--- config.mk ---
export PLATFORM = sky130hd
export DESIGN_NAME = vgob_ram
export DESIGN_NICKNAME = d
export VERILOG_FILES = /design/src/hdl/vgob_ram.sv
export SDC_FILE = /design/constraint.sdc
export NUM_CORES = 2
export LEC_CHECK = 0
export BUFFER_PORTS_ARGS = -buffer_cell sky130_fd_sc_hd__clkbuf_2
export CORE_MARGIN = 2
export CORE_UTILIZATION = 58
export CTS_BUF_LIST = sky130_fd_sc_hd__clkbuf_2
export CTS_CLUSTER_DIAMETER = 80
export CTS_CLUSTER_SIZE = 30
export DETAILED_ROUTE_END_ITERATION = 16
export HOLD_SLACK_MARGIN = 0.02
export PLACE_DENSITY = 0.81
export REMOVE_ABC_BUFFERS = 1
export SKIP_CTS_REPAIR_TIMING = 1
export SYNTH_ARGS = -nofsm -noshare
export SYNTH_HDL_FRONTEND = slang
export SYNTH_SLANG_ARGS = --single-unit
--- constraint.sdc ---
create_clock -name clk -period 2.2 [get_ports clk]
set_clock_uncertainty 0.05 [all_clocks]
set_input_delay 0.11 -clock clk [delete_from_list [all_inputs] [get_ports clk]]
set_output_delay 0.11 -clock clk [all_outputs]
set_load 0.02 [all_outputs]
--- src/hdl/vgob_ram.sv ---
// generic single write port, single read port ram with registered read data
// no dependencies

module vgob_ram #(
    parameter int WIDTH = 8,
    parameter int DEPTH = 256
) (
    input  logic                     clk,
    input  logic                     we,
    input  logic [$clog2(DEPTH)-1:0] waddr,
    input  logic [WIDTH-1:0]         wdata,
    input  logic                     re,
    input  logic [$clog2(DEPTH)-1:0] raddr,
    output logic [WIDTH-1:0]         rdata
);

    logic [WIDTH-1:0] mem [DEPTH];

    always_ff @(posedge clk)
    begin
        if (we)
        begin
            mem[waddr] <= wdata;
        end
        if (re)
        begin
            rdata <= mem[raddr];
        end
    end

endmodule

==> Flow_metrics.wiki <==
{| class="wikitable"
! Metric !! Value
|-
| Outcome || complete, but fails checks
|-
| Failing checks || negative setup slack
|-
| Element type at the critical path start || primary input
|-
| Final design instance area without fill || between 0.08 and 0.09 mm2
|-
| Share of final-layout standard cells stronger than drive strength 1 || 30.8%
|-
| Final clock period utilization by the worst path || 125%
|-
| Worst IR Drop VDD || 0.417 mV
|-
| Most used flip-flop cell after synthesis || edfxtp_1
|-
| Final net count || between 4k and 5k
|-
| CP endpoint kind || flip-flop
|-
| Max Clk Rate || roughly 360 MHz
|-
| Drt via density || between 6 and 7
|-
| Kind of critical path || in -> reg
|-
| Number of antenna violations at the first check in global routing || 10
|-
| GPL Wtd Cong || slightly above 0.9
|-
| Class of the worst hold path || in -> reg
|-
| Root Driver || clkbuf_2
|-
| #FFs+latches synth || between 2k and 2.5k
|-
| Port Buf Inserts || 34
|-
| Largest fanout on the critical path || 16
|-
| Overflow left after global routing || 0
|-
| Std cell rows || around 140
|-
| Clock latency at the later pin of the worst-skew pair || ~1700 ps
|-
| Count of mapped cells out of synthesis || roughly 3.7k
|-
| DRC violations left || 0
|-
| Crit path time final || between 2000 and 3000 ps
|-
| Die Outline Area || 0.140 mm2
|-
| Placement Setup Slack || -1380 ps
|-
| Tot GR Track Use || between 20% and 30%
|-
| Count of yosys warnings during synthesis || 0
|-
| Syn_area_per_cell || about 21 um2
|-
| Number of DRC violations after detailed-routing iteration 0 || 7270
|-
| Initial Utilization || 58.6%
|-
| Cell area after synthesis || 0.0796 mm2
|-
| Detail-routed net length per standard cell || 31.8 um
|-
| Top-area cell type share of the netlist area || a little under 80%
|-
| Total power consumption of the routed design || approximately 59 mW
|-
| Worst hold-check slack || approximately 4.1 ps
|-
| Die outline width || approximately 370 um
|-
| Final worst slack || -547 ps
|-
| Number of synthesized flops with an enable pin || slightly above 2k
|-
| Library cell with the largest summed area after synthesis || edfxtp_1
|-
| Height of the die || 375 um
|-
| Remaining antenna violation count after routing || 0
|-
| Data arrival at the endpoint of the critical path || around 4100 ps
|-
| Setup_tns || -76060 ps
|-
| Clock edge transition at the registers on the reported setup and hold paths || roughly 500 ps
|-
| Top cells by area in the synthesized netlist || edfxtp_1 78%, mux4_2 13%, mux2i_1 1.7%, nor2_1 1.3%, a22oi_1 1.3%
|-
| Count of clock tree sinks || around 2k
|-
| Wire length of the first global-routing pass || between 200 and 300 mm
|-
| Number of library cell types mapped by synthesis || 54
|-
| Worst Tran Pin Value || 938 ps
|-
| Unrepaired setup endpoints after global routing || true
|-
| Io pins || 35
|-
| Most frequent cells after synthesis || 2056 x edfxtp_1, 454 x mux4_2, 282 x nor2_1, 134 x mux2i_1, 133 x a22oi_1
|-
| Count of H-tree levels built during CTS || 3
|-
| Half-perimeter wire length after detailed placement || roughly 130 mm
|-
| Portion of the post-synthesis area used by sequential elements || 77.5%
|-
| Most used standard cell by instance count after synthesis || edfxtp_1
|-
| Total setup violations reported at the end of the flow || ~340
|-
| Headroom to the max-slew limit || 37.4%
|-
| Async S/R FF share, synth || 0%
|-
| Final WL || a little under 200 mm
|-
| Pleak || about 28 nW
|-
| Core outline area || 0.136 mm2
|-
| DP Area || 0.0870 mm2
|-
| Post-synthesis to final-layout area growth || 11.5%
|-
| Clock buffers created by TritonCTS || roughly 80
|-
| CTS tree || yes
|-
| Maximum number of pins on one net before global-route repair || 164
|-
| CP Data Required Time || between 3000 and 4000 ps
|-
| Max Cap Violations || 0
|-
| Number of detailed-route iterations in the first pass || 8
|-
| Vias in the first global route || around 41k
|-
| Power density over the cells || 668 mW/mm2
|-
| Final count of pins violating max slew || 0
|-
| Buffers from clock root to sink, at most || 3
|-
| Number of vias after detailed routing || between 40k and 50k
|-
| Number of hold violations in the final report || 0
|}
==> per-stage QoR <==
| step | std cells | utilization, % |
|---|---|---|
| after floorplan | 3500 | - |
| after global placement | 6035 | 64.0 |
| after detailed placement | 6035 | 64.0 |
| after CTS | 6121 | 64.4 |
| after global routing | 6203 | 65.4 |
| final | 6207 | 65.4 |
==> layout make-up <==
cell class / instances / area (um2)
Sequential cell: 2056 / 61700
Fill cell: 8408 / 47000
Multi-Input combinational cell: 1442 / 16900
Timing Repair Buffer: 832 / 7470
Tap cell: 1781 / 2230
Clock buffer: 82 / 410
Clock inverter: 4 / 45.0
Antenna cell: 8 / 20.0
Inverter: 2 / 7.51
==> registers in the layout, summed over array words and instances (netlist names) <==
name / count
rdata: 8
mem: 2048
==> power breakdown <==
group	internal [mW]	leakage [nW]	switching (mW)	total, mW
Sequential	43.2	18.5	0.0600	43.3
Clock	1.08	0.358	10.1	11.2
Combinational	1.97	9.38	2.78	4.75
Total	46.3	28.2	13.0	59.3
==> placed cells by master (no fill, tap or decap), types with 45 or more instances in the layout <==
cell type | Yosys | routed
a21oi_1 | 96 | 96
edfxtp_1 | 2056 | 2056
o221ai_1 | 46 | 45
nor2_1 | 282 | 275
buf_4 | 27 | 649
a22oi_1 | 133 | 131
mux2i_1 | 134 | 134
dlygate4sd3_1 | 0 | 75
clkbuf_2 | 0 | 96
buf_12 | 8 | 70
mux4_2 | 454 | 454
==> per-layer routing <==
metal / GRT usage (%) / part of all wire [%]
met2: 44.4 / 49
met5: 0 / 0.014
met4: 11.7 / 4.4
met3: 5.99 / 12
met1: 37.5 / 34
==> final timing paths <==
| kind | start | endpoint | slack [ps] | cells past startpoint |
|---|---|---|---|---|
| setup / recovery | waddr[5] | mem[217][7] | -550 | 10 |
| setup reg to reg | mem[134][0] | rdata[0] | -250 | 7 |
| hold reg to reg | mem[240][7] | rdata[7] | 1140 | 5 |
| hold / removal | wdata[1] | mem[142][1] | 4 | 4 |
==> worst max-delay path, cell delays in order <==
cell	delay (ps)
clkbuf_2	100
dlygate4sd3_1	620
dlygate4sd3_1	620
nor2b_1	290
nand3_1	130
dlygate4sd3_1	560
buf_4	150
dlygate4sd3_1	850
nor2_1	460
buf_4	230
==> kinds of logic (layout without fill, tap and decap cells) <==
| group | after synthesis | after routing | synth area share (%) |
|---|---|---|---|
| other cells | 0 | 8 | 0 |
| flops | 2056 | 2056 | 77.5 |
| simple gates | 466 | 466 | 2.63 |
| mux | 591 | 591 | 14.6 |
| buf+inv | 235 | 920 | 1.83 |
| compound gates | 385 | 385 | 3.42 |
No activity file was read; power rests on OpenSTA's default activity.
